## config.mk

```make
export PLATFORM = sky130hd
export DESIGN_NAME = note_word_parser_unit
export DESIGN_NICKNAME = d
export VERILOG_FILES = /design/src/rtl/nwp_pkg.sv /design/src/rtl/nwp_ctrl.sv /design/src/rtl/nwp_datapath.sv /design/src/rtl/note_word_parser_unit.sv
export SDC_FILE = /design/constraint.sdc
export NUM_CORES = 1
export LEC_CHECK = 0
export ABC_AREA = 1
export BUFFER_PORTS_ARGS = -buffer_cell sky130_fd_sc_hd__buf_2
export CORE_AREA = 5 5 148 150
export DETAILED_ROUTE_END_ITERATION = 7
export DIE_AREA = 0 0 153 155
export PLACE_DENSITY = 0.82
export RECOVER_POWER = 100
export SKIP_LAST_GASP = 1
export SYNTH_ARGS = -nofsm -noshare
export SYNTH_HDL_FRONTEND = slang
export SYNTH_HIERARCHICAL = 1
export SYNTH_SLANG_ARGS = --single-unit
```

## constraint.sdc

```tcl
create_clock -name i_clk -period 17.65 [get_ports i_clk]
set_clock_uncertainty 0.2 [all_clocks]
set_input_delay 1.765 -clock i_clk [delete_from_list [all_inputs] [get_ports i_clk]]
set_output_delay 1.765 -clock i_clk [all_outputs]
set_load 0.01 [all_outputs]
```

## src/rtl/nwp_pkg.sv

```systemverilog
package nwp_pkg;

    // word buffer size, a word may hold one character less
    localparam int unsigned TOKEN_BUFFER_BYTES = 16;
    localparam int unsigned CNT_W = $clog2(TOKEN_BUFFER_BYTES);

    // result kinds
    localparam logic [1:0] KIND_NOTE = 2'd0;
    localparam logic [1:0] KIND_CTRL = 2'd1;
    localparam logic [1:0] KIND_ERR  = 2'd2;

    // divider geometry
    localparam int unsigned DIVIDEND_W = 20;
    localparam int unsigned DIVISOR_W  = 16;
    localparam int unsigned STEP_W     = $clog2(DIVIDEND_W + 1);

    // note frequency table, index = (octave - 1) * 12 + semitone
    localparam int unsigned FREQ_ENTRIES = 98;
    localparam logic [15:0] FREQ_TABLE [0:FREQ_ENTRIES-1] = '{
        16'd31,
        16'd33, 16'd35, 16'd37, 16'd39, 16'd41, 16'd44,
        16'd46, 16'd49, 16'd52, 16'd55, 16'd58, 16'd62,
        16'd65, 16'd69, 16'd73, 16'd78, 16'd82, 16'd87,
        16'd92, 16'd98, 16'd104, 16'd110, 16'd117, 16'd123,
        16'd131, 16'd139, 16'd147, 16'd156, 16'd165, 16'd175,
        16'd185, 16'd196, 16'd208, 16'd220, 16'd233, 16'd247,
        16'd262, 16'd277, 16'd294, 16'd311, 16'd330, 16'd349,
        16'd370, 16'd392, 16'd415, 16'd440, 16'd466, 16'd494,
        16'd523, 16'd554, 16'd587, 16'd622, 16'd659, 16'd698,
        16'd740, 16'd784, 16'd831, 16'd880, 16'd932, 16'd988,
        16'd1047, 16'd1109, 16'd1175, 16'd1245, 16'd1319, 16'd1397,
        16'd1480, 16'd1568, 16'd1661, 16'd1760, 16'd1865, 16'd1976,
        16'd2093, 16'd2217, 16'd2349, 16'd2489, 16'd2637, 16'd2794,
        16'd2960, 16'd3136, 16'd3322, 16'd3520, 16'd3729, 16'd3951,
        16'd4186, 16'd4435, 16'd4699, 16'd4978, 16'd5274, 16'd5588,
        16'd5920, 16'd6272, 16'd6645, 16'd7040, 16'd7459, 16'd7902,
        16'd8372
    };

    // controller to datapath
    typedef struct packed {
        logic char_take;
        logic div_start;
        logic div_run;
        logic out_load;
    } t_dp_cmd;

    // datapath to controller
    typedef struct packed {
        logic is_note;
        logic div_done;
        logic out_free;
    } t_dp_sts;

endpackage

```

## src/rtl/nwp_ctrl.sv

```systemverilog
module nwp_ctrl (
    input  logic             i_clk,
    input  logic             i_rst_n,
    input  logic             i_in_valid,
    input  logic             i_last_char,
    input  nwp_pkg::t_dp_sts i_sts,
    output logic             o_in_stall,
    output nwp_pkg::t_dp_cmd o_cmd
);

    localparam logic [1:0] ST_IDLE = 2'd0;
    localparam logic [1:0] ST_EVAL = 2'd1;
    localparam logic [1:0] ST_DIV  = 2'd2;
    localparam logic [1:0] ST_OUT  = 2'd3;

    logic [1:0] r_state;
    logic [1:0] n_state;
    logic       take;

    assign o_in_stall = (r_state != ST_IDLE);
    assign take       = i_in_valid && (r_state == ST_IDLE);

    // next state and commands
    always_comb begin
        n_state         = r_state;
        o_cmd           = '0;
        o_cmd.char_take = take;
        unique case (r_state)
            ST_IDLE: begin
                if (take && i_last_char) begin
                    n_state = ST_EVAL;
                end
            end
            ST_EVAL: begin
                if (i_sts.is_note) begin
                    o_cmd.div_start = 1'b1;
                    n_state         = ST_DIV;
                end else begin
                    n_state = ST_OUT;
                end
            end
            ST_DIV: begin
                if (i_sts.div_done) begin
                    n_state = ST_OUT;
                end else begin
                    o_cmd.div_run = 1'b1;
                end
            end
            ST_OUT: begin
                if (i_sts.out_free) begin
                    o_cmd.out_load = 1'b1;
                    n_state        = ST_IDLE;
                end
            end
            default: begin
                n_state = ST_IDLE;
            end
        endcase
    end

    // state register
    always_ff @(posedge i_clk) begin
        if (!i_rst_n) begin
            r_state <= ST_IDLE;
        end else begin
            r_state <= n_state;
        end
    end

endmodule

```

## src/rtl/nwp_datapath.sv

```systemverilog
module nwp_datapath (
    input  logic             i_clk,
    input  logic             i_rst_n,
    input  logic [7:0]       i_char_code,
    input  logic             i_out_stall,
    input  nwp_pkg::t_dp_cmd i_cmd,
    output nwp_pkg::t_dp_sts o_sts,
    output logic             o_out_valid,
    output logic [1:0]       o_word_kind,
    output logic [15:0]      o_freq_hz,
    output logic [15:0]      o_dur_ms,
    output logic [3:0]       o_vol_level
);

    localparam logic [3:0] PH_START = 4'd0;
    localparam logic [3:0] PH_LEN   = 4'd1;
    localparam logic [3:0] PH_CWANT = 4'd2;
    localparam logic [3:0] PH_CTRL  = 4'd3;
    localparam logic [3:0] PH_REST  = 4'd4;
    localparam logic [3:0] PH_NOTE  = 4'd5;
    localparam logic [3:0] PH_ACC   = 4'd6;
    localparam logic [3:0] PH_OCT   = 4'd7;
    localparam logic [3:0] PH_DOT   = 4'd8;

    localparam logic [1:0] CL_TEMPO  = 2'd0;
    localparam logic [1:0] CL_OCTAVE = 2'd1;
    localparam logic [1:0] CL_LENGTH = 2'd2;
    localparam logic [1:0] CL_VOLUME = 2'd3;

    localparam int unsigned DW = nwp_pkg::DIVIDEND_W;
    localparam int unsigned VW = nwp_pkg::DIVISOR_W;
    localparam int unsigned CW = nwp_pkg::CNT_W;

    localparam logic [16:0]   ACC_MAX   = 17'd100000;
    localparam logic [DW-1:0] NUM_PLAIN = DW'(480000);
    localparam logic [DW-1:0] NUM_DOT   = DW'(720000);

    // persistent settings
    logic [8:0]  r_tempo;
    logic [3:0]  r_def_oct;
    logic [5:0]  r_def_len;
    logic [3:0]  r_vol;
    // per-word parse state
    logic [3:0]  r_phase, n_phase;
    logic [CW-1:0] r_count, n_count;
    logic [16:0] r_acc, n_acc;
    logic [5:0]  r_len, n_len;
    logic [3:0]  r_oct, n_oct;
    logic [3:0]  r_semi, n_semi;
    logic        r_dot, n_dot;
    logic [1:0]  r_ctl, n_ctl;
    logic        r_rest, n_rest;
    logic        r_err, n_err;
    // divider
    logic [DW-1:0]     r_quo;
    logic [VW-1:0]     r_rem;
    logic [VW-1:0]     r_dvs;
    logic [nwp_pkg::STEP_W-1:0] r_step;
    // output register
    logic        r_out_valid;
    logic [1:0]  r_kind;
    logic [15:0] r_freq;
    logic [15:0] r_dur;
    logic [3:0]  r_vol_out;

    logic [7:0]  c;
    logic        is_digit;
    logic [3:0]  digit;
    logic [16:0] acc_step;
    logic [16:0] acc_first;
    logic [3:0]  pc_plus;
    logic        err_now;
    logic        note_phase;
    logic        ctrl_ok;
    logic [1:0]  kind;
    logic [5:0]  len_sel;
    logic [3:0]  oct_sel;
    logic [3:0]  oct_m1;
    logic [6:0]  idx;
    logic [15:0] freq;
    logic [14:0] den;
    logic [VW:0] rem_sh;
    logic        q_bit;
    logic        out_free;

    // accumulate one decimal digit with saturation
    function automatic logic [16:0] acc_digit(input logic [16:0] acc, input logic [3:0] d);
        logic [20:0] v;
        v = {1'b0, acc, 3'b000} + {3'b000, acc, 1'b0} + {17'd0, d};
        acc_digit = (v > {4'd0, ACC_MAX}) ? ACC_MAX : v[16:0];
    endfunction

    // pitch class plus one, zero when not a note letter
    function automatic logic [3:0] pitch_plus(input logic [7:0] ch);
        unique case (ch)
            "c":     pitch_plus = 4'd1;
            "d":     pitch_plus = 4'd3;
            "e":     pitch_plus = 4'd5;
            "f":     pitch_plus = 4'd6;
            "g":     pitch_plus = 4'd8;
            "a":     pitch_plus = 4'd10;
            "b":     pitch_plus = 4'd12;
            default: pitch_plus = 4'd0;
        endcase
    endfunction

    // fold upper case and decode the character
    assign c         = (i_char_code >= "A" && i_char_code <= "Z") ?
                       (i_char_code + 8'd32) : i_char_code;
    assign is_digit  = (c >= "0") && (c <= "9");
    assign digit     = c[3:0];
    assign acc_step  = acc_digit(r_acc, digit);
    assign acc_first = acc_digit(17'd0, digit);
    assign pc_plus   = pitch_plus(c);
    assign err_now   = r_err || (r_count >= CW'(nwp_pkg::TOKEN_BUFFER_BYTES - 1));

    // parse one character
    always_comb begin
        n_phase = r_phase;
        n_count = r_count;
        n_acc   = r_acc;
        n_len   = r_len;
        n_oct   = r_oct;
        n_semi  = r_semi;
        n_dot   = r_dot;
        n_ctl   = r_ctl;
        n_rest  = r_rest;
        n_err   = err_now;
        if (!err_now) begin
            n_count = r_count + CW'(1);
            unique case (r_phase)
                PH_START, PH_LEN: begin
                    if (r_phase == PH_START &&
                        (c == "t" || c == "o" || c == "l" || c == "v")) begin
                        n_ctl   = (c == "t") ? CL_TEMPO :
                                  (c == "o") ? CL_OCTAVE :
                                  (c == "l") ? CL_LENGTH : CL_VOLUME;
                        n_phase = PH_CWANT;
                    end else if (is_digit) begin
                        n_acc   = (r_phase == PH_START) ? acc_first : acc_step;
                        n_phase = PH_LEN;
                    end else if (r_phase == PH_LEN &&
                                 (r_acc < 17'd1 || r_acc > 17'd32)) begin
                        n_err = 1'b1;
                    end else begin
                        if (r_phase == PH_LEN) begin
                            n_len = r_acc[5:0];
                        end
                        // rest or note letter
                        if (c == "r") begin
                            n_rest  = 1'b1;
                            n_phase = PH_REST;
                        end else if (pc_plus != 4'd0) begin
                            n_semi  = pc_plus;
                            n_phase = PH_NOTE;
                        end else begin
                            n_err = 1'b1;
                        end
                    end
                end
                PH_CWANT, PH_CTRL: begin
                    if (is_digit) begin
                        n_acc   = (r_phase == PH_CWANT) ? acc_first : acc_step;
                        n_phase = PH_CTRL;
                    end else begin
                        n_err = 1'b1;
                    end
                end
                PH_NOTE, PH_ACC: begin
                    if (r_phase == PH_NOTE && (c == "#" || c == "s")) begin
                        n_semi  = r_semi + 4'd1;
                        n_phase = PH_ACC;
                    end else if (r_phase == PH_NOTE && c == "b") begin
                        n_semi  = r_semi - 4'd1;
                        n_phase = PH_ACC;
                    end else if (is_digit) begin
                        // octave digit
                        if (digit < 4'd1 || digit > 4'd8) begin
                            n_err = 1'b1;
                        end else begin
                            n_oct   = digit;
                            n_phase = PH_OCT;
                        end
                    end else if (c == ".") begin
                        n_dot   = 1'b1;
                        n_phase = PH_DOT;
                    end else begin
                        n_err = 1'b1;
                    end
                end
                PH_OCT, PH_REST: begin
                    if (c == ".") begin
                        n_dot   = 1'b1;
                        n_phase = PH_DOT;
                    end else begin
                        n_err = 1'b1;
                    end
                end
                default: begin
                    n_err = 1'b1;
                end
            endcase
        end
    end

    // word end evaluation
    assign note_phase = (r_phase == PH_REST) || (r_phase == PH_NOTE) ||
                        (r_phase == PH_ACC) || (r_phase == PH_OCT) || (r_phase == PH_DOT);

    always_comb begin
        unique case (r_ctl)
            CL_TEMPO:  ctrl_ok = (r_acc >= 17'd40) && (r_acc <= 17'd300);
            CL_OCTAVE: ctrl_ok = (r_acc >= 17'd1) && (r_acc <= 17'd8);
            CL_LENGTH: ctrl_ok = (r_acc >= 17'd1) && (r_acc <= 17'd32);
            CL_VOLUME: ctrl_ok = (r_acc <= 17'd15);
            default:   ctrl_ok = 1'b0;
        endcase
    end

    always_comb begin
        if (r_err) begin
            kind = nwp_pkg::KIND_ERR;
        end else if (r_phase == PH_CTRL) begin
            kind = ctrl_ok ? nwp_pkg::KIND_CTRL : nwp_pkg::KIND_ERR;
        end else if (note_phase) begin
            kind = nwp_pkg::KIND_NOTE;
        end else begin
            kind = nwp_pkg::KIND_ERR;
        end
    end

    // frequency lookup
    assign oct_sel = (r_oct != 4'd0) ? r_oct : r_def_oct;
    assign oct_m1  = oct_sel - 4'd1;
    assign idx     = {oct_m1[3:0], 3'b000} + {1'b0, oct_m1, 2'b00} + {3'b000, r_semi};
    assign freq    = (r_rest || oct_sel == 4'd0 ||
                      idx >= 7'(nwp_pkg::FREQ_ENTRIES)) ? 16'd0 : nwp_pkg::FREQ_TABLE[idx];

    // divisor base: tempo times length, doubled when the divider starts
    assign len_sel = (r_len != 6'd0) ? r_len : r_def_len;
    assign den     = 15'({6'd0, r_tempo} * {9'd0, len_sel});

    // one restoring step per cycle
    assign rem_sh  = {r_rem, r_quo[DW-1]};
    assign q_bit   = (rem_sh >= {1'b0, r_dvs});

    assign out_free       = !r_out_valid || !i_out_stall;
    assign o_sts.is_note  = (kind == nwp_pkg::KIND_NOTE);
    assign o_sts.div_done = (r_step == nwp_pkg::STEP_W'(DW));
    assign o_sts.out_free = out_free;

    // divider registers
    always_ff @(posedge i_clk) begin
        if (i_cmd.div_start) begin
            r_dvs  <= {den, 1'b0};
            r_quo  <= (r_dot ? NUM_DOT : NUM_PLAIN) + {5'd0, den};
            r_rem  <= '0;
            r_step <= '0;
        end else if (i_cmd.div_run) begin
            r_rem  <= q_bit ? VW'(rem_sh - {1'b0, r_dvs}) : rem_sh[VW-1:0];
            r_quo  <= {r_quo[DW-2:0], q_bit};
            r_step <= r_step + nwp_pkg::STEP_W'(1);
        end
    end

    // settings and parse state
    always_ff @(posedge i_clk) begin
        if (!i_rst_n) begin
            r_tempo   <= 9'd120;
            r_def_oct <= 4'd4;
            r_def_len <= 6'd4;
            r_vol     <= 4'd12;
            r_phase   <= PH_START;
            r_count   <= '0;
            r_acc     <= '0;
            r_len     <= '0;
            r_oct     <= '0;
            r_semi    <= '0;
            r_dot     <= 1'b0;
            r_ctl     <= CL_TEMPO;
            r_rest    <= 1'b0;
            r_err     <= 1'b0;
        end else if (i_cmd.out_load) begin
            // apply an accepted control word, then clear the word
            if (kind == nwp_pkg::KIND_CTRL) begin
                unique case (r_ctl)
                    CL_TEMPO:  r_tempo   <= r_acc[8:0];
                    CL_OCTAVE: r_def_oct <= r_acc[3:0];
                    CL_LENGTH: r_def_len <= r_acc[5:0];
                    CL_VOLUME: r_vol     <= r_acc[3:0];
                    default:   r_vol     <= r_vol;
                endcase
            end
            r_phase <= PH_START;
            r_count <= '0;
            r_acc   <= '0;
            r_len   <= '0;
            r_oct   <= '0;
            r_semi  <= '0;
            r_dot   <= 1'b0;
            r_ctl   <= CL_TEMPO;
            r_rest  <= 1'b0;
            r_err   <= 1'b0;
        end else if (i_cmd.char_take) begin
            r_phase <= n_phase;
            r_count <= n_count;
            r_acc   <= n_acc;
            r_len   <= n_len;
            r_oct   <= n_oct;
            r_semi  <= n_semi;
            r_dot   <= n_dot;
            r_ctl   <= n_ctl;
            r_rest  <= n_rest;
            r_err   <= n_err;
        end
    end

    // output register valid
    always_ff @(posedge i_clk) begin
        if (!i_rst_n) begin
            r_out_valid <= 1'b0;
        end else if (i_cmd.out_load) begin
            r_out_valid <= 1'b1;
        end else if (!i_out_stall) begin
            r_out_valid <= 1'b0;
        end
    end

    // output payload
    always_ff @(posedge i_clk) begin
        if (i_cmd.out_load) begin
            r_kind <= kind;
            if (kind == nwp_pkg::KIND_NOTE) begin
                r_freq <= freq;
                r_dur  <= (r_quo[DW-1:16] != '0) ? 16'hFFFF : r_quo[15:0];
            end else begin
                r_freq <= 16'd0;
                r_dur  <= 16'd0;
            end
            r_vol_out <= (kind == nwp_pkg::KIND_CTRL && r_ctl == CL_VOLUME) ?
                         r_acc[3:0] : r_vol;
        end
    end

    assign o_out_valid = r_out_valid;
    assign o_word_kind = r_kind;
    assign o_freq_hz   = r_freq;
    assign o_dur_ms    = r_dur;
    assign o_vol_level = r_vol_out;

endmodule

```

## src/rtl/note_word_parser_unit.sv

```systemverilog
// note word parser: one character per transfer, a result on the last character
// non-final characters of a word are taken back to back, with no stall between them
// after the last character, control and error words go through the eval and out states
// to the result register; notes and rests also run the 20-step bit-serial duration divider
// reset (synchronous, active low): tempo 120, octave 4, length 4, volume 12,
// word state cleared, no result pending
module note_word_parser_unit (
    input  logic        i_clk,
    input  logic        i_rst_n,
    input  logic        i_in_valid,
    output logic        o_in_stall,
    input  logic [7:0]  i_char_code,
    input  logic        i_last_char,
    output logic        o_out_valid,
    input  logic        i_out_stall,
    output logic [1:0]  o_word_kind,
    output logic [15:0] o_freq_hz,
    output logic [15:0] o_dur_ms,
    output logic [3:0]  o_vol_level
);

    nwp_pkg::t_dp_cmd cmd;
    nwp_pkg::t_dp_sts sts;

    // sequencing of char, divide and result steps
    nwp_ctrl u_ctrl (
        .i_clk       (i_clk),
        .i_rst_n     (i_rst_n),
        .i_in_valid  (i_in_valid),
        .i_last_char (i_last_char),
        .i_sts       (sts),
        .o_in_stall  (o_in_stall),
        .o_cmd       (cmd)
    );

    // parser, divider and output register
    nwp_datapath u_dp (
        .i_clk       (i_clk),
        .i_rst_n     (i_rst_n),
        .i_char_code (i_char_code),
        .i_out_stall (i_out_stall),
        .i_cmd       (cmd),
        .o_sts       (sts),
        .o_out_valid (o_out_valid),
        .o_word_kind (o_word_kind),
        .o_freq_hz   (o_freq_hz),
        .o_dur_ms    (o_dur_ms),
        .o_vol_level (o_vol_level)
    );

endmodule

```

======== After elaboration in Yosys (flattened, before gate mapping) ========
Memories as Yosys holds them, arrays and structs flattened. A register that Yosys moved wholly into a read port is not among the register bits.
Index checks and enable logic that the tools add are counted.
word-level totals
  RAM bits ................................ 0
  flip-flop bits (word level) ............. 148
  memories ................................ 1
  memory bits (read-only) ................. 2048
  bits of input ports ..................... 13
  logic and storage cells ................. 255
  latch bits .............................. 0
  output and inout port bits .............. 40
cells by class
  mux-type cells .......................... 77
  add/sub/neg operators ................... 12
  divide/modulo/power cells ............... 0
  eq/ne operators ......................... 49
  multipliers ............................. 1
  reductions and logical operators ........ 63
  $lt $le $gt $ge ......................... 19
  shift-type cells ........................ 0
  bitwise operators ....................... 10
memory list
  name             depth  bits a word  read ports  clocked after Yosys merged registers in  write ports  line                 source
  (no name shown)  128    16           1           1                                        0            nwp_datapath.sv:237  idx >= 7'(nwp_pkg::FREQ_ENTRIES)) ? 16'd0 : nwp_pkg::FREQ_TABLE[idx];
operator list
  kind                  count
  $mux 17               7
  $eq 8x7->1 const B    13
  $mux 4                20
  $mux 20               3
  $le 17x4->1 const B   2
  $pmux 17 s2           1
  $mux 16               2
  $pmux 4 s7            1
  $reduce_and 7->1      4
  $mux 1                26
  $add 20x18->21        1
  $add 21x4->21         1
  $gt 21x17->1 const B  1
  $add 20x15->20        1
  $mux 2                9
  $ne 2x2->1 const B    9
  $ge 17x1->1 const B   1
  $ge 17x16->1          1
  $ge 17x6->1 const B   1
  $gt 17x6->1 const B   1
  $gt 4x17->1 const B   1
  $le 17x6->1 const B   1
  $le 17x9->1 const B   1
  $lt 17x1->1 const B   1
  52 further kinds      122

======== Longest topological paths before layout ========
  depth in word-level cells ............... 13
  mapped depth ............................ 31
  depth with buffers taken out ............ 31

======== Modules after synthesis ========
Netlist, hierarchy kept.
by module, submodules not included
  module        cells each  seq. area each (sq um)  area an instance (sq um)  times used
  nwp_datapath  1814        3913.8                  12776.0                   1
  nwp_ctrl      36          40.0                    231.5                     1

======== Least setup slack after synthesis ========
No wires, ideal clock.
  path type ............................... reg2reg
  start point ............................. register u_dp.r_len[0]
  end point ............................... register u_dp.r_quo[16] (data pin)
  data arrival time ....................... 5.216 ns
  period minus slack after synthesis ...... 5.671 ns
  setup slack ............................. 11.979 ns
  required time ........................... 17.195 ns
  path buffers ............................ 0
  cell stages (with the launch flop) ...... 29
  library setup time ...................... 0.255 ns
  cells stage by stage .................... dfxtp_1 nor4_1 nand3_1 inv_1 a21oi_1 inv_1 nand2_1 fa_1 fa_1 fa_1 inv_1 ha_1 a21oi_1 nand2_1 a31o_2 xor2_1 inv_1 ha_1 a21oi_1 nor2_1 nor2_1 nor2_1 nor2_1 o21ai_0 or2_2 nand2_1 nand3_1 o22ai_1 inv_1
between the ends
  word-level cells in the longest chain between the ends .. 5
ends and longest elaborated chain
  element                 line                 source
  from (decl)             nwp_datapath.sv:47   logic [5:0] r_len, n_len;
  from (signal assigned)  nwp_datapath.sv:308  r_len <= n_len;
  $reduce_bool 6->1       nwp_datapath.sv:240  assign len_sel = (r_len != 6'd0) ? r_len : r_def_len;
  $mux 6 (*)              nwp_datapath.sv:240
  $mul 9x6->15 (*)        nwp_datapath.sv:241  assign den = 15'({6'd0, r_tempo} * {9'd0, len_sel});
  net u_dp.den[8]         nwp_datapath.sv:81   logic [14:0] den;
  $add 20x15->20 (*)      nwp_datapath.sv:256  r_quo <= (r_dot ? NUM_DOT : NUM_PLAIN) + {5'd0, den};
  $mux 20 (*)             nwp_datapath.sv:254  if (i_cmd.div_start) begin
  to (signal assigned)    nwp_datapath.sv:256
  to (signal assigned)    nwp_datapath.sv:261  r_quo <= {r_quo[DW-2:0], q_bit};
  to (decl)               nwp_datapath.sv:55   logic [DW-1:0] r_quo;
The timed path passes the listed nets; every way through them passes the cells marked *.
A chain may end at the register's enable or synchronous reset.

======== Worst setup path in the final report ========
Ends and elaborated chain as after synthesis.

==> impl_metrics.py <==
metrics = {
    "min_path": {
        "worstHoldPathType": "register to register",
    },
    "power": {
        "peakVddDrop_mv": 0.0585,
        "power_mw": 1.32,
        "powerDensity_nw_per_um2": 95.1,
        "cellLeakagePower_nw": 6.90,
    },
    "logic_synthesis": {
        "yosysSeqAreaShare_pct": 30.4,
        "synth_top_area_cell": "edfxtp_1",
        "synth_seq_cells": 162,
        "synth_area_sq_um": 13000,
        "yosys_warnings": 6,
        "synthTopCellsByArea": "edfxtp_1 16%, dfxtp_1 14%, nand2_1 13%",
        "synth-main-ff-cell": "dfxtp_1",
        "synth_edf_count": 71,
        "synthCells": 1850,
        "ys_types": 59,
        "synth_top_area_share_pct": 16.4,
        "async_flop_share_pct": 0,
        "synth_area_per_cell_sq_um": 7.03,
    },
    "layout": {
        "fill_cells": 1798,
        "synthToLayoutAreaGrowth_pct": 6.93,
        "final_layout_size_suffix_gt1_share_pct": 3.79,
        "instances_no_fill": 2173,
        "antenna_cells": 0,
        "multi_input_area_sq_um": 7600,
        "final_cell_mix": "440 x nand2_1, 301 x inv_1, 242 x nor2_1",
        "utilization_pct": 67.7,
        "seq_area_sq_um": 3950,
        "nNetsFinal": 2037,
        "final_common_cell": "nand2_1",
        "fin_area_sq_um": 13900,
    },
    "worst_setup_path": {
        "cp-end-kind": "register",
        "cp_top_family": "adder cells",
        "worstSetupPathType": "register to register",
        "critPathMaxFanout": 6,
        "start_kind": "register",
        "cpPeakStageDelay_ns": 0.54,
        "cpMostUsedCell": "inv_1",
        "crit_slowest_cell": "fa_1",
        "required_ns": 17.63,
        "crit_arrival_ns": 6.36,
        "cp.buffers_inverters": 6,
    },
    "global_route": {
        "met2_usage_pct": 51.1,
        "grt_pass1_vias": 11900,
        "grt_max_degree": 57,
        "grt_busiest_layer": "met2",
        "antenna_found_initial": 0,
        "gr-usage-met1_pct": 35.3,
        "grtUsageTotal_pct": 28.9,
        "grt_pass1_wl_um": 56900,
        "grt_use_met3_pct": 4.03,
        "gr-total-overflow": 0,
    },
    "clocking": {
        "clk_latency_ns": 0.44,
        "cts.sinks": 162,
        "cts_tree": "built",
        "cts_hold_buf": 0,
        "post-cts-setup-buffer-count": 0,
        "cts.clk_slew.worst_paths_ns": 0.07,
        "cts_max_path_buffers": 2,
        "numCtsBuffers": 17,
        "htreeDepth": 4,
        "cts_resized": 0,
        "cts-root-buf": "clkbuf_16",
    },
    "place": {
        "place_area_sq_um": 13500,
        "port_buffers": 50,
        "dp_cells": 2141,
        "hpwlAfterDp_um": 26100,
        "post-place-ws_ns": 11.45,
        "place_congestion": 1.00,
    },
    "floorplan": {
        "io_pins": 53,
        "die_y_um": 155,
        "rows": 53,
        "initial_core_util_pct": 63.3,
        "dieArea_sq_um": 23700,
        "die-width_um": 153,
        "core_area_sq_um": 20600,
    },
    "routing": {
        "routed_via_density": 5.64,
        "ant_nets": 0,
        "routedWlPerCell_um": 15.8,
        "vias": 12300,
        "drc": 0,
        "drt_iter0_drc": 1043,
        "dr.pass1.iters": 6,
        "wirelength_um": 34300,
    },
    "timing": {
        "rsz0062_at_grt": "false",
        "post-route-worst-setup-slack_ns": 11.27,
        "fin_crit_sh_pct": 36.1,
        "maxSlewViolCount": 91,
        "tightest_slew_ns": 2.51,
        "fin_tns_setup_ns": 0,
        "setup-violations-final": 0,
        "hold_violations": 0,
        "min_period_ns": 6.38,
        "slew_headroom_pct": -67.0,
        "whs_ns": 0.278,
        "fmax_ghz": 0.157,
    },
    "run": {
        "drv_cap": 2,
    },
    "run_status": {
        "status": "finished with violations",
        "violations": "capacitance limit, slew limit",
    },
}
## sequential cells by signal, summed over array words and instances (netlist names), 2 cells and up
signal / count
u_dp/r_count: 4
u_ctrl/r_state: 2
u_dp/r_oct: 4
u_dp/r_phase: 4
u_dp/r_rem: 16
u_dp/r_quo: 20
u_dp/o_word_kind: 2
u_dp/r_vol: 4
u_dp/r_step: 5
u_dp/r_acc: 17
u_dp/r_len: 6
u_dp/o_vol_level: 4
u_dp/r_tempo: 9
u_dp/r_def_oct: 4
u_dp/o_dur_ms: 16
u_dp/r_ctl: 2
u_dp/r_semi: 4
u_dp/o_freq_hz: 14
u_dp/r_def_len: 6
u_dp/r_dvs: 15
## synthesized netlist by cell type (all sizes together) (4+ instances only)
library cell and count:
nand2 446, inv 304, nor2 244, a21oi 133, ha 104, nand3 97, o21ai 97, dfxtp 91
edfxtp 71, fa 35, clkbuf 29, nor3 23, nand4 21, buf 15, xnor2 15, xor2 15
nand3b 13, o22ai 13, a31oi 10, o211ai 8, nor4 6, o311ai 6, a32o 5, o221ai 5
o31ai 5, a221oi 4, clkinv 4, o21a 4, or2 4
## layout make-up
cell class,instances,area share [%]
sequential,162,28.4
timing repair buffer,59,1.83
clock inverter,15,1.26
multi-input combinational,1337,54.6
clock buffer,17,3.06
tap,275,2.47
inverter,308,8.31
## tightest hold or removal path, stage by stage, from the launching register on
cell     delay (ns)
dfxtp_1        0.34
nand2_1        0.06
nand3_1        0.05
## routing by layer
layer  share of wire (%)  vias to the layer above
met1                  41                     5638
met5                   0                        -
met3                 6.0                       88
met2                  49                      441
li1                    -                     6094
met4                 3.9                        0
## cell families after synthesis
kind of cell             Yosys count  share of synthesized area [%]
buffers and inverters            352                           10.5
other                              1                         0.0288
AND/OR/NAND/NOR                  857                           27.8
adder cells (fa/ha/maj)          139                           15.4
flip-flops                       162                           30.4
AO/OA/AOI/OAI                    309                           13.8
XOR/XNOR                          30                           2.02
## final timing paths
check,from,to,slack [ns],cells past startpoint
hold reg to reg,u_dp/r_vol[2],u_dp/r_vol[2],0.28,2
setup reg to reg,u_dp/r_len[0],u_dp/r_quo[16],11.27,27
hold / removal,u_dp/r_vol[2],u_dp/r_vol[2],0.28,2
setup / recovery,u_dp/r_len[0],u_dp/r_quo[16],11.27,27
## power breakdown
part	internal (mW)	total (mW)	leakage (nW)	switching, mW
Clock	0.192	0.376	0.291	0.183
Combinational	0.152	0.454	5.23	0.302
Sequential	0.458	0.493	1.38	0.0358
(Power assumes the default switching activity.)
